$ cat src/tws_pkg.sv
// Package for the text window scroller: sizes, constants and the
// command and status records between the controller and the datapath.
// No dependencies.
package tws_pkg;

	localparam int WINDOW_WIDTH = 16;
	localparam int TEXT_DEPTH   = 128;

	localparam int ADDR_W = (TEXT_DEPTH > 1) ? $clog2(TEXT_DEPTH) : 1;
	localparam int LEN_W  = ADDR_W + 1;
	localparam int POS_W  = (WINDOW_WIDTH > 1) ? $clog2(WINDOW_WIDTH) : 1;
	localparam int OFS_W  = ((ADDR_W > POS_W) ? ADDR_W : POS_W) + 2;

	localparam int CHAR_W   = 8;
	localparam int IDX_W    = 7;
	localparam int CPOS_W   = 4;
	localparam int PERIOD_W = 16;

	localparam logic [PERIOD_W-1:0] PERIOD_RESET = 16'd1000;
	localparam logic [CHAR_W-1:0]   SPACE_CODE   = 8'h20;

	localparam logic REQ_TICK  = 1'b0;
	localparam logic REQ_WRITE = 1'b1;

	typedef struct packed {
		logic acc;
		logic scan_init;
		logic scan_next;
		logic len_here;
		logic len_full;
		logic wrap;
		logic emit_rd;
		logic emit_load;
	} cmd_t;

	typedef struct packed {
		logic step_hit;
		logic scan_zero;
		logic scan_end;
		logic out_free;
		logic pos_last;
	} sts_t;

endpackage

$ cat src/tws_if.sv
// Channel interfaces of the text window scroller: request words in,
// character words out. Depends on tws_pkg.
interface tws_req_if import tws_pkg::*; ();
	logic              valid;
	logic              ready;
	logic              req_type;
	logic [IDX_W-1:0]  char_index;
	logic [CHAR_W-1:0] char_value;

	modport source(output valid, req_type, char_index, char_value, input ready);
	modport sink(input valid, req_type, char_index, char_value, output ready);
endinterface

interface tws_chr_if import tws_pkg::*; ();
	logic              valid;
	logic              ready;
	logic [CHAR_W-1:0] char_code;
	logic [CPOS_W-1:0] char_pos;
	logic              last_char;

	modport source(output valid, char_code, char_pos, last_char, input ready);
	modport sink(input valid, char_code, char_pos, last_char, output ready);
endinterface

$ cat src/tws_ctrl.sv
// Controller of the text window scroller: sequences the length scan and
// the window emission. Depends on tws_pkg.
module tws_ctrl import tws_pkg::*; (
	input  logic clk,
	input  logic arst_n,
	input  logic in_valid,
	input  logic in_req_type,
	output logic in_ready,
	input  sts_t sts,
	output cmd_t cmd
);

	localparam logic [2:0] ST_IDLE  = 3'd0;
	localparam logic [2:0] ST_SCAN0 = 3'd1;
	localparam logic [2:0] ST_SCAN  = 3'd2;
	localparam logic [2:0] ST_WRAP  = 3'd3;
	localparam logic [2:0] ST_ERD   = 3'd4;
	localparam logic [2:0] ST_EWR   = 3'd5;

	logic [2:0] state_q, state_d;

	always_comb begin
		state_d  = state_q;
		cmd      = '0;
		in_ready = 1'b0;
		unique case (state_q)
			ST_IDLE: begin
				in_ready = 1'b1;
				if (in_valid) begin
					cmd.acc = 1'b1;
					if (in_req_type == REQ_TICK && sts.step_hit)
						state_d = ST_SCAN0;
				end
			end
			ST_SCAN0: begin
				cmd.scan_init = 1'b1;
				state_d       = ST_SCAN;
			end
			ST_SCAN: begin
				if (sts.scan_zero) begin
					cmd.len_here = 1'b1;
					state_d      = ST_WRAP;
				end else if (sts.scan_end) begin
					cmd.len_full = 1'b1;
					state_d      = ST_WRAP;
				end else begin
					cmd.scan_next = 1'b1;
				end
			end
			ST_WRAP: begin
				cmd.wrap = 1'b1;
				state_d  = ST_ERD;
			end
			ST_ERD: begin
				cmd.emit_rd = 1'b1;
				state_d     = ST_EWR;
			end
			ST_EWR: begin
				if (sts.out_free) begin
					cmd.emit_load = 1'b1;
					state_d       = sts.pos_last ? ST_IDLE : ST_ERD;
				end
			end
			default: state_d = ST_IDLE;
		endcase
	end

	always_ff @(posedge clk or negedge arst_n) begin
		if (!arst_n)
			state_q <= ST_IDLE;
		else
			state_q <= state_d;
	end

endmodule

$ cat src/tws_dp.sv
// Datapath of the text window scroller: text store with valid bits, tick
// counter, scroll offset, length scan and output register. Depends on tws_pkg.
module tws_dp import tws_pkg::*; (
	input  logic                clk,
	input  logic                arst_n,
	input  cmd_t                cmd,
	output sts_t                sts,
	input  logic                req_type,
	input  logic [IDX_W-1:0]    char_index,
	input  logic [CHAR_W-1:0]   char_value,
	input  logic                cfg_we,
	input  logic [PERIOD_W-1:0] cfg_wdata,
	input  logic                out_ready,
	output logic                out_valid,
	output logic [CHAR_W-1:0]   char_code,
	output logic [CPOS_W-1:0]   char_pos,
	output logic                last_char
);

	localparam logic signed [OFS_W-1:0] OFS_INIT = OFS_W'(-WINDOW_WIDTH);

	logic [CHAR_W-1:0]   mem [TEXT_DEPTH];
	logic [TEXT_DEPTH-1:0] vld_q;
	logic [CHAR_W-1:0]   rd_data_q;
	logic                rd_vld_q;
	logic [PERIOD_W-1:0] period_q, countdown_q, cd_next;
	logic signed [OFS_W-1:0] offset_q, src, len_s;
	logic [LEN_W-1:0]    len_q;
	logic [ADDR_W-1:0]   chk_q, rd_addr, wr_addr;
	logic [POS_W-1:0]    pos_q;
	logic [7:0]          pos_ext;
	logic                in_text, in_text_q, rd_en, wr_en;
	logic [CHAR_W-1:0]   rd_byte;
	logic                out_valid_q, out_last_q;
	logic [CHAR_W-1:0]   out_code_q;
	logic [CPOS_W-1:0]   out_pos_q;

	always_comb begin
		cd_next = (countdown_q == '0) ? '0 : countdown_q - PERIOD_W'(1);
		wr_en   = cmd.acc && (req_type == REQ_WRITE) && (32'(char_index) < TEXT_DEPTH);
		wr_addr = ADDR_W'(char_index);
		rd_en   = cmd.scan_init || cmd.scan_next || cmd.emit_rd;
		len_s   = OFS_W'(len_q);
		src     = offset_q + OFS_W'(pos_q);
		in_text = !src[OFS_W-1] && (src < len_s);
		if (cmd.scan_init)
			rd_addr = '0;
		else if (cmd.scan_next)
			rd_addr = chk_q + ADDR_W'(1);
		else
			rd_addr = src[ADDR_W-1:0];
		rd_byte = rd_vld_q ? rd_data_q : '0;
		pos_ext = 8'(pos_q);

		sts.step_hit  = (period_q != '0) && (cd_next == '0);
		sts.scan_zero = (rd_byte == '0);
		sts.scan_end  = (chk_q == ADDR_W'(TEXT_DEPTH - 1));
		sts.out_free  = !out_valid_q || out_ready;
		sts.pos_last  = (pos_q == POS_W'(WINDOW_WIDTH - 1));
	end

	always_ff @(posedge clk) begin
		if (wr_en)
			mem[wr_addr] <= char_value;
		if (rd_en)
			rd_data_q <= mem[rd_addr];
	end

	always_ff @(posedge clk or negedge arst_n) begin
		if (!arst_n) begin
			vld_q       <= '0;
			rd_vld_q    <= 1'b0;
			period_q    <= PERIOD_RESET;
			countdown_q <= PERIOD_RESET;
			offset_q    <= OFS_INIT;
			out_valid_q <= 1'b0;
		end else begin
			if (wr_en)
				vld_q[wr_addr] <= 1'b1;
			if (rd_en)
				rd_vld_q <= vld_q[rd_addr];
			if (cfg_we)
				period_q <= cfg_wdata;
			if (cmd.acc && req_type == REQ_TICK)
				countdown_q <= sts.step_hit ? period_q : cd_next;
			if (cmd.wrap && offset_q >= len_s)
				offset_q <= OFS_INIT;
			else if (cmd.emit_load && sts.pos_last)
				offset_q <= offset_q + OFS_W'(1);
			if (cmd.emit_load)
				out_valid_q <= 1'b1;
			else if (out_ready)
				out_valid_q <= 1'b0;
		end
	end

	always_ff @(posedge clk) begin
		if (cmd.scan_init)
			chk_q <= '0;
		else if (cmd.scan_next)
			chk_q <= chk_q + ADDR_W'(1);
		if (cmd.len_here)
			len_q <= {1'b0, chk_q};
		else if (cmd.len_full)
			len_q <= LEN_W'(TEXT_DEPTH);
		if (cmd.emit_rd)
			in_text_q <= in_text;
		if (cmd.wrap)
			pos_q <= '0;
		else if (cmd.emit_load)
			pos_q <= pos_q + POS_W'(1);
		if (cmd.emit_load) begin
			out_code_q <= in_text_q ? rd_byte : SPACE_CODE;
			out_pos_q  <= pos_ext[CPOS_W-1:0];
			out_last_q <= sts.pos_last;
		end
	end

	assign out_valid = out_valid_q;
	assign char_code = out_code_q;
	assign char_pos  = out_pos_q;
	assign last_char = out_last_q;

endmodule

$ cat src/text_window_scroller.sv
// Top level of the text window scroller: joins the controller and the
// datapath to the channel interfaces. Depends on tws_pkg, tws_if, tws_ctrl, tws_dp.
//
// Use: request words arrive on req. A write word stores char_value at
// char_index in the 128-byte text store; a tick word counts the period
// counter down. When the counter reaches zero with a nonzero scroll_period,
// the counter reloads and the block emits one window of 16 character words
// on disp, left to right, with last_char set on the final one, then moves
// the scroll offset by one. The user writes scroll_period through cfg_we and
// cfg_wdata while the block is idle; the block does not enforce this.
// Operation: a write word or a tick that causes no step leaves the block idle.
// A step scans the store serially for the text end, one byte a cycle over
// the single read port, then reads and loads each window position in turn.
// req.ready is low during a step; the last word may still wait in the output
// register while new request words are taken.
// Reset clears the store to zeros through per-entry valid bits, loads 1000
// into the period and the counter, and places the window left of the text.
// When disp stalls, emission waits with the word held in the output register.
module text_window_scroller import tws_pkg::*; (
	input  logic                clk,
	input  logic                arst_n,
	tws_req_if.sink             req,
	tws_chr_if.source           disp,
	input  logic                cfg_we,
	input  logic [PERIOD_W-1:0] cfg_wdata
);

	cmd_t cmd;
	sts_t sts;

	tws_ctrl u_ctrl (
		.clk         (clk),
		.arst_n      (arst_n),
		.in_valid    (req.valid),
		.in_req_type (req.req_type),
		.in_ready    (req.ready),
		.sts         (sts),
		.cmd         (cmd)
	);

	tws_dp u_dp (
		.clk        (clk),
		.arst_n     (arst_n),
		.cmd        (cmd),
		.sts        (sts),
		.req_type   (req.req_type),
		.char_index (req.char_index),
		.char_value (req.char_value),
		.cfg_we     (cfg_we),
		.cfg_wdata  (cfg_wdata),
		.out_ready  (disp.ready),
		.out_valid  (disp.valid),
		.char_code  (disp.char_code),
		.char_pos   (disp.char_pos),
		.last_char  (disp.last_char)
	);

	a_last_pos: assert property (@(posedge clk) disable iff (!arst_n)
		disp.valid && disp.last_char |->
			disp.char_pos == CPOS_W'(WINDOW_WIDTH - 1))
		else $error("last_char on a position other than the window end");

	a_no_overwrite: assert property (@(posedge clk) disable iff (!arst_n)
		cmd.emit_load |-> !disp.valid || disp.ready)
		else $error("output word overwritten before it was taken");

	a_busy_after_tick: assert property (@(posedge clk) disable iff (!arst_n)
		$fell(req.ready) |-> $past(req.valid && req.req_type == REQ_TICK))
		else $error("scroll step started without a tick word");

endmodule

$ cat src/flat_wrapper.sv
// flat-port wrapper written by rule: the top's interface ports become plain ports
module text_window_scroller_flat import tws_pkg::*;
  (clk, arst_n, cfg_we, cfg_wdata, req_valid, req_req_type, req_char_index, req_char_value, req_ready, disp_valid, disp_char_code, disp_char_pos, disp_last_char, disp_ready);
  tws_req_if req_i ();
  tws_chr_if disp_i ();
  input  logic clk;
  input  logic arst_n;
  input  logic cfg_we;
  input  logic [PERIOD_W-1:0] cfg_wdata;
  input wire logic [$bits(req_i.valid)-1:0] req_valid;
  input wire logic [$bits(req_i.req_type)-1:0] req_req_type;
  input wire logic [$bits(req_i.char_index)-1:0] req_char_index;
  input wire logic [$bits(req_i.char_value)-1:0] req_char_value;
  output wire logic [$bits(req_i.ready)-1:0] req_ready;
  output wire logic [$bits(disp_i.valid)-1:0] disp_valid;
  output wire logic [$bits(disp_i.char_code)-1:0] disp_char_code;
  output wire logic [$bits(disp_i.char_pos)-1:0] disp_char_pos;
  output wire logic [$bits(disp_i.last_char)-1:0] disp_last_char;
  input wire logic [$bits(disp_i.ready)-1:0] disp_ready;
  assign req_i.valid = req_valid;
  assign req_i.req_type = req_req_type;
  assign req_i.char_index = req_char_index;
  assign req_i.char_value = req_char_value;
  assign req_ready = req_i.ready;
  assign disp_valid = disp_i.valid;
  assign disp_char_code = disp_i.char_code;
  assign disp_char_pos = disp_i.char_pos;
  assign disp_last_char = disp_i.last_char;
  assign disp_i.ready = disp_ready;
  text_window_scroller u_core (.clk(clk), .arst_n(arst_n), .req(req_i), .disp(disp_i), .cfg_we(cfg_we), .cfg_wdata(cfg_wdata));
endmodule
$ cat config.mk
export PLATFORM = sky130hd
export DESIGN_NAME = text_window_scroller_flat
export DESIGN_NICKNAME = d
export VERILOG_FILES = /design/src/tws_pkg.sv /design/src/tws_if.sv /design/src/tws_ctrl.sv /design/src/tws_dp.sv /design/src/text_window_scroller.sv /design/src/flat_wrapper.sv
export SDC_FILE = /design/constraint.sdc
export NUM_CORES = 2
export LEC_CHECK = 0
export ABC_AREA = 1
export BUFFER_PORTS_ARGS = -buffer_cell sky130_fd_sc_hd__buf_2
export CORE_MARGIN = 1.5
export CORE_UTILIZATION = 63
export DETAILED_ROUTE_END_ITERATION = 10
export PLACE_DENSITY = 0.79
export SLEW_MARGIN = 20
export SYNTH_ARGS = -nofsm -noshare
export SYNTH_HDL_FRONTEND = slang
export SYNTH_SLANG_ARGS = --single-unit
$ cat constraint.sdc
create_clock -name clk -period 3.69 [get_ports clk]
set_clock_uncertainty 0.2 [all_clocks]
set_input_delay 0.738 -clock clk [delete_from_list [all_inputs] [get_ports clk]]
set_output_delay 0.738 -clock clk [all_outputs]
set_load 0.03 [all_outputs]
---- Word level (Yosys, flattened, before mapping) ----
Memory sizes are Yosys's and may differ from the RTL's. A register that Yosys moved wholly into a read port is not among the register bits.
Index checks and enable logic that the tools add are counted.
word-level totals
  flip-flop bits (word level) ............. 207
  memory bits (writable) .................. 1024
  input bits .............................. 37
  output and inout port bits .............. 15
  memories ................................ 1
memory list
  memory           words  bits a word  rd ports  clocked after Yosys merged registers in  write ports  line          text
  u_core.u_dp.mem  128    8            1         1                                        1            tws_dp.sv:22  logic [CHAR_W-1:0] mem [TEXT_DEPTH];
operators by class
  add/subtract/negate cells ............... 5
  $lt $le $gt $ge ......................... 5
  eq/ne operators ......................... 11
  multiplexer cells ....................... 38
  bitwise operators ....................... 2
  reductions and logical operators ........ 22
operator list
  cell                                                               count
  bitwise OR 128 bit                                                 1
  zero test 16 bit                                                   2
  2-to-1 mux 16 bit                                                  2
  2-to-1 mux 7 bit                                                   4
  2-to-1 mux 3 bit                                                   7
  2-to-1 mux 1 bit                                                   19
  2-to-1 mux 9 bit                                                   2
  case mux 3 bit (6 select lines)                                    1
  less-than comparator 7 x 8 -> 1 bit, second input constant         2
  nonzero test 16 bit                                                1
  subtractor 16 x 1 -> 16 bit, second input constant                 1
  adder 9 x 2 -> 9 bit, second input constant                        1
  adder 9 x 4 -> 9 bit                                               1
  greater-or-equal comparator 9 bit                                  1
  less-than comparator 9 bit                                         1
  logical AND 1 bit                                                  8
  zero test 8 bit                                                    1
  2-to-1 mux 8 bit                                                   1
  adder 7 x 1 -> 7 bit, second input constant                        1
  binary-select mux 1 bit (select 7 bit)                             1
  demux 1 bit (select 7 bit)                                         1
  == test 7 bit, second input constant                               1
  greater-or-equal comparator 7 x 1 -> 1 bit, second input constant  1
  == test 3 x 2 -> 1 bit, second input constant                      2
  other kinds (13)                                                   20

---- Depth between registers and ports, before layout ----
  word-level depth ........................ 8
  gate-level depth with buffers ........... 21

---- By module ----
A second synthesis with hierarchy kept.
unflattened totals
  cells, all modules ...................... 4666
  area, all modules ....................... 52217.6 um^2
modules (own cells, without submodules)
  module    times used  cells an instance  area each (um^2)  sequential area each (um^2)
  tws_dp    1           4625               51963.6           36160.9
  tws_ctrl  1           41                 254.0             75.1

---- Worst setup path before layout ----
OpenSTA, ideal clock, no wires.
  path type ............................... register to register
  start ................................... register u_core.u_ctrl.state_q[0]
  end ..................................... memory u_core.u_dp.mem[7][0] (enable)
  setup time .............................. 0.370 ns
  arrival ................................. 2.536 ns
  required time ........................... 3.120 ns
  path slack .............................. 0.584 ns
  cell stages (with the launch flop) ...... 11
  buffers on the path ..................... 1
  clock period less this slack ............ 3.106 ns
  path through ............................ dfrtp_1 > nor2_1 > inv_1 > nor2_1 > inv_1 > nor3_1 > inv_1 > nor3_1 > nand2_1 > clkbuf_1 > nor2_1
on the way
  word-level cells in the longest chain between the ends .. 5
ends and longest elaborated chain
  element                                 line            text
  start: declaration                      tws_ctrl.sv:20  logic [2:0] state_q, state_d;
  start signal: assignment                tws_ctrl.sv:72  state_q <= state_d;
  zero test 3 bit                         tws_ctrl.sv:26  unique case (state_q)
  2-to-1 mux 1 bit                        tws_ctrl.sv:26
  logical AND 1 bit                       tws_dp.sv:40    wr_en = cmd.acc && (req_type == REQ_WRITE) && (32'(char_index) < TEXT_DEPTH);
  2-to-1 mux 1 bit                        tws_dp.sv:63    if (wr_en)
  2-to-1 mux 1 bit (implied by the code)  tws_dp.sv:64    mem[wr_addr] <= char_value;
  end: declaration                        tws_dp.sv:22
Every way passes these cells.

---- Worst setup path in the final report ----
  start ................................... register u_core.u_dp.chk_q[0]
  end ..................................... register u_core.u_dp.rd_data_q[4], read port of u_core.u_dp.mem, data pin
on the way
  word-level cells in the longest chain between the ends .. 6
  elaborated cells between the ends (all ways) .. 9
  those cells by class .................... 1 x add/sub; 1 x eq/ne; 5 x mux; 2 x reduce/logical
ends and longest elaborated chain
  element                                               line                        text
  start: declaration                                    tws_dp.sv:29                logic [ADDR_W-1:0] chk_q, rd_addr, wr_addr;
  start signal: assignment                              tws_dp.sv:101               chk_q <= chk_q + ADDR_W'(1);
  == test 7 bit                                         tws_dp.sv:57                sts.scan_end = (chk_q == ADDR_W'(TEXT_DEPTH - 1));
  2-to-1 mux 1 bit                                      tws_ctrl.sv:43              end else if (sts.scan_end) begin
  2-to-1 mux 1 bit                                      tws_ctrl.sv:40              if (sts.scan_zero) begin
  2-to-1 mux 3 bit                                      tws_ctrl.sv:26
  2-to-1 mux 7 bit or logical OR 1 bit (tied branches)  tws_dp.sv:48, tws_dp.sv:42
  2-to-1 mux 7 bit or logical OR 1 bit (tied branches)  tws_dp.sv:46, tws_dp.sv:42
  end: declaration                                      tws_dp.sv:24                logic [CHAR_W-1:0] rd_data_q;
Several ways; a longest one is shown, not always the timed one.
A chain may end at the register's enable or synchronous reset.

==> run_results.csv <==
group,metric,value,unit
run_status,outcome,"complete, no violations",
global_routing,grt-ovfl-total,0,
setup_path,crit_slowest_cell,"dfxtp_1",
setup_path,rr_worst_depth,18,
setup_path,cp_cell_sequence,"ha_1, nand2_1, inv_1, nand3_2, nand4_1, nand3_4, buf_12, buf_12, buf_4, or2_1, o211ai_1, nand3_1, nand3_1, nand3_1, nand3_1, nand2_1, nand2_1, nand2_1",
routing,wl_per_cell,23.1,um
cells_and_area,seq_area,0.0362,mm^2
setup_path,worstPathArrival,3860,ps
routing,vias,36900,
setup_path,cp-start-kind,"flip-flop",
routing,drtIter0Drc,5071,
cells_and_area,fin_nets,4744,
global_routing,grt_pass1_vias,35900,
synth,ys_warn_count,0,
setup_path,path_delay_family,"simple AND/OR/NAND/NOR gates",
worst_hold_path,min_path_cells,3,
die,die_area,0.0853,mm^2
setup_path,worst-path-stages,18,
synth,synth_edf_count,1053,
clock_tree,cts_tree,"built",
sta,worstMarginPinSlew,818,ps
synth,syn_area,0.0526,mm^2
sta,holdWs,53.4,ps
setup_path,crit_type,"reg -> reg",
setup_path,critical_path.max_stage_delay,420,ps
synth,syn_area_per_cell,11.6,um^2
synth,synth_flop_cell,"edfxtp_1",
routing,via_per_inst,6.31,
clock_tree,cts_sinks,1239,
power,p_leak,0.0214,uW
global_routing,grt_first_pass_wirelength,206,mm
placement,place_hpwl,81.6,mm
sta,drv_slew,0,
die,initial_core_util,63.9,%
synth,syn_nets,4606,
die,die_h,292,um
synth,synth_common_cells,"edfxtp_1 (1053), nor2_1 (721), nand3_1 (687)",
job,max_cap_viol_count,0,
synth,ys_seq_elements,1239,
synth,yosysUniqueCellTypes,49,
setup_path,cp_max_fo,74,
die,rows,105,
setup_path,endpoint_kind,"flip-flop",
sta,setup_violations,0,
die,fp.dieW,292,um
sta,period_share,97.2,%
sta,period_minus_slack,3590,ps
cells_and_area,multiInputGateArea,0.0140,mm^2
sta,max_freq,279,MHz
cells_and_area,syn_to_final_growth,12.5,%
clock_tree,htreeDepth,3,
cells_and_area,drive_above_1_share,14.1,%
routing,dr.pass1.iters,6,
cells_and_area,fillers,5244,
synth,synthCells,4545,
synth,ys_seq_area_share,68.9,%
setup_path,crit_buf_inv,4,
clock_tree,cts_buffers,120,
sta,relSlewSlack,45.5,%
worst_hold_path,holdCritPathClass,"in -> reg",
placement,gp_congestion,0.941,
placement,dpl_cell_area,0.0553,mm^2
placement,io_buffer_count,51,
cells_and_area,postLayoutCellArea,0.0592,mm^2
power,ir_drop,0.470,mV
die,ioPinCount,52,
clock_tree,post_cts_buffers,0,
sta,rsz0062_at_grt,"yes",
clock_tree,cts-root-buf,"clkbuf_16",
global_routing,antenna_found_initial,2,
routing,ant_nets,0,
sta,hold_viol_final,0,
power,powerDensity,493,mW/mm^2
die,core,0.0824,mm^2
setup_path,required,3960,ps
clock_tree,max-clock-path-buffers,3,
synth,synth_async_sr_flop_share,14.0,%
routing,drc_errors,0,
clock_tree,clk_pin_slew,60,ps
synth,synth.most_common_cell,"edfxtp_1",
global_routing,grt_max_degree,131,
global_routing,grtUsageTotal,31.5,%
clock_tree,clock_latency,720,ps
synth,yosysTopAreaCellShare,60.1,%
synth,yosys.area.top_type,"edfxtp_1",
routing,wirelength,135,mm
synth,synthTopCellsByArea,"edfxtp_1 (60%), dfrtp_1 (7.5%), nand3_1 (6.5%)",
cells_and_area,postLayoutCoreUtil,71.9,%
cells by family (layout without fill, tap and decap cells):
group | count (synthesis) | in the layout | synth area share, %
other cells | 0 | 1 | 0
xor+xnor | 18 | 18 | 0.300
simple gates | 1980 | 1980 | 17.3
fa+ha+maj | 24 | 24 | 0.585
compound gates | 735 | 735 | 8.32
buf+inv | 549 | 789 | 4.66
flops | 1239 | 1239 | 68.9
worst reg2reg max path, cell delays in order (launching register included):
cell      delay, ps
dfxtp_1         420
ha_1            200
nand2_1          90
inv_1           100
nand3_2         160
nand4_1         180
nand3_4         230
buf_12          240
buf_12          200
buf_4           250
or2_1           230
o211ai_1         80
nand3_1         130
nand3_1         170
nand3_1         170
nand3_1         120
nand2_1          80
nand2_1          70
nand2_1          60
registers in the layout (all words and copies together) (netlist names):
signal / count
u_core.u_dp.mem: 1024
u_core.u_dp.vld_q: 128
u_core.u_dp.countdown_q: 16
u_core.u_dp.period_q: 16
u_core.u_dp.offset_q: 9
u_core.u_dp.char_code: 8
u_core.u_dp.len_q: 8
u_core.u_dp.rd_data_q: 8
u_core.u_dp.chk_q: 7
u_core.u_dp.char_pos: 4
u_core.u_dp.pos_q: 4
u_core.u_ctrl.state_q: 3
u_core.u_dp.in_text_q: 1
u_core.u_dp.last_char: 1
u_core.u_dp.out_valid: 1
u_core.u_dp.rd_vld_q: 1
area by class of cell:
class	instances	area share [%]
diodes	1	0.00423
clock buffers	161	5.45
clock inverters	63	0.945
inverters	258	1.67
multi-input cells	2757	23.7
flip-flops and latches	1239	61.2
well taps	1070	2.26
repair buffers	307	4.75
what timing repair did:
action / CTS / global route
endpoints found under the setup margin: 5 / 13
hold buffers: 1 / 0
gates cloned: 0 / 2
gates resized for setup: 1 / 16
hold endpoints to repair: 67 / 0
power breakdown:
group	total, uW	internal [uW]	leakage, uW	switching (uW)
clock	11800	6580	0.00184	5220
combinational	1980	577	0.00831	1410
sequential	15400	15300	0.0113	69.6
metrics by stage:
stage | setup TNS [ps] | worst slack (ps) | power [uW] | std cells
floorplan | 0 | 584 | 16900 | 4545
global placement | -106 | -48.4 | 17600 | 5628
detailed placement | -162 | -50.2 | 17600 | 5628
CTS | 0 | 69.9 | 29200 | 5853
global route | -19.9 | -19.9 | 30000 | 5855
finish | 0 | 104 | 29200 | 5856
path summary, 6_finish.rpt:
check	to	slack [ps]	from
worst max-delay path	u_core.u_dp.rd_data_q[4]	100	u_core.u_dp.chk_q[0]
worst min-delay path	u_core.u_dp.period_q[4]	50	cfg_wdata[4]
worst min register to register	u_core.u_dp.vld_q[19]	260	u_core.u_dp.vld_q[19]
worst max register to register	u_core.u_dp.rd_data_q[4]	100	u_core.u_dp.chk_q[0]
min in group asynchronous	u_core.u_dp.countdown_q[1]	440	arst_n
max in group asynchronous	u_core.u_dp.offset_q[4]	1920	arst_n
cell usage in the layout (no fill, tap or decap), types with 16 or more instances in the layout:
cell       synthesis  layout
or2_2            148     148
dfstp_2           17      17
buf_4             27     216
nand3_1          687     673
a21oi_1           35      35
clkinv_1           2      26
edfxtp_1        1053    1053
nor2_1           721     719
nand2_1          266     266
nand4_1           24      24
o21ai_0          381     380
buf_2             96      42
o211ai_1         253     253
o21ai_1           45      46
clkinv_2           0      20
clkbuf_1         108      34
inv_1            251     249
dfrtp_1          157     156
ha_1              23      23
clkbuf_16          0     122
buf_12             0      42
xor2_1            16      16
or2_1             96      96
metal layers:
metal  up-vias  track usage [%]  share of wire [%]
met1     17900             43.5                 38
met4         0             14.4                4.4
met2      2276             49.4                 47
met5         -                0                  0
li1      16400                -                  -
met3       390             5.59                 11
Note: power is estimated with default switching activity, not from simulation.
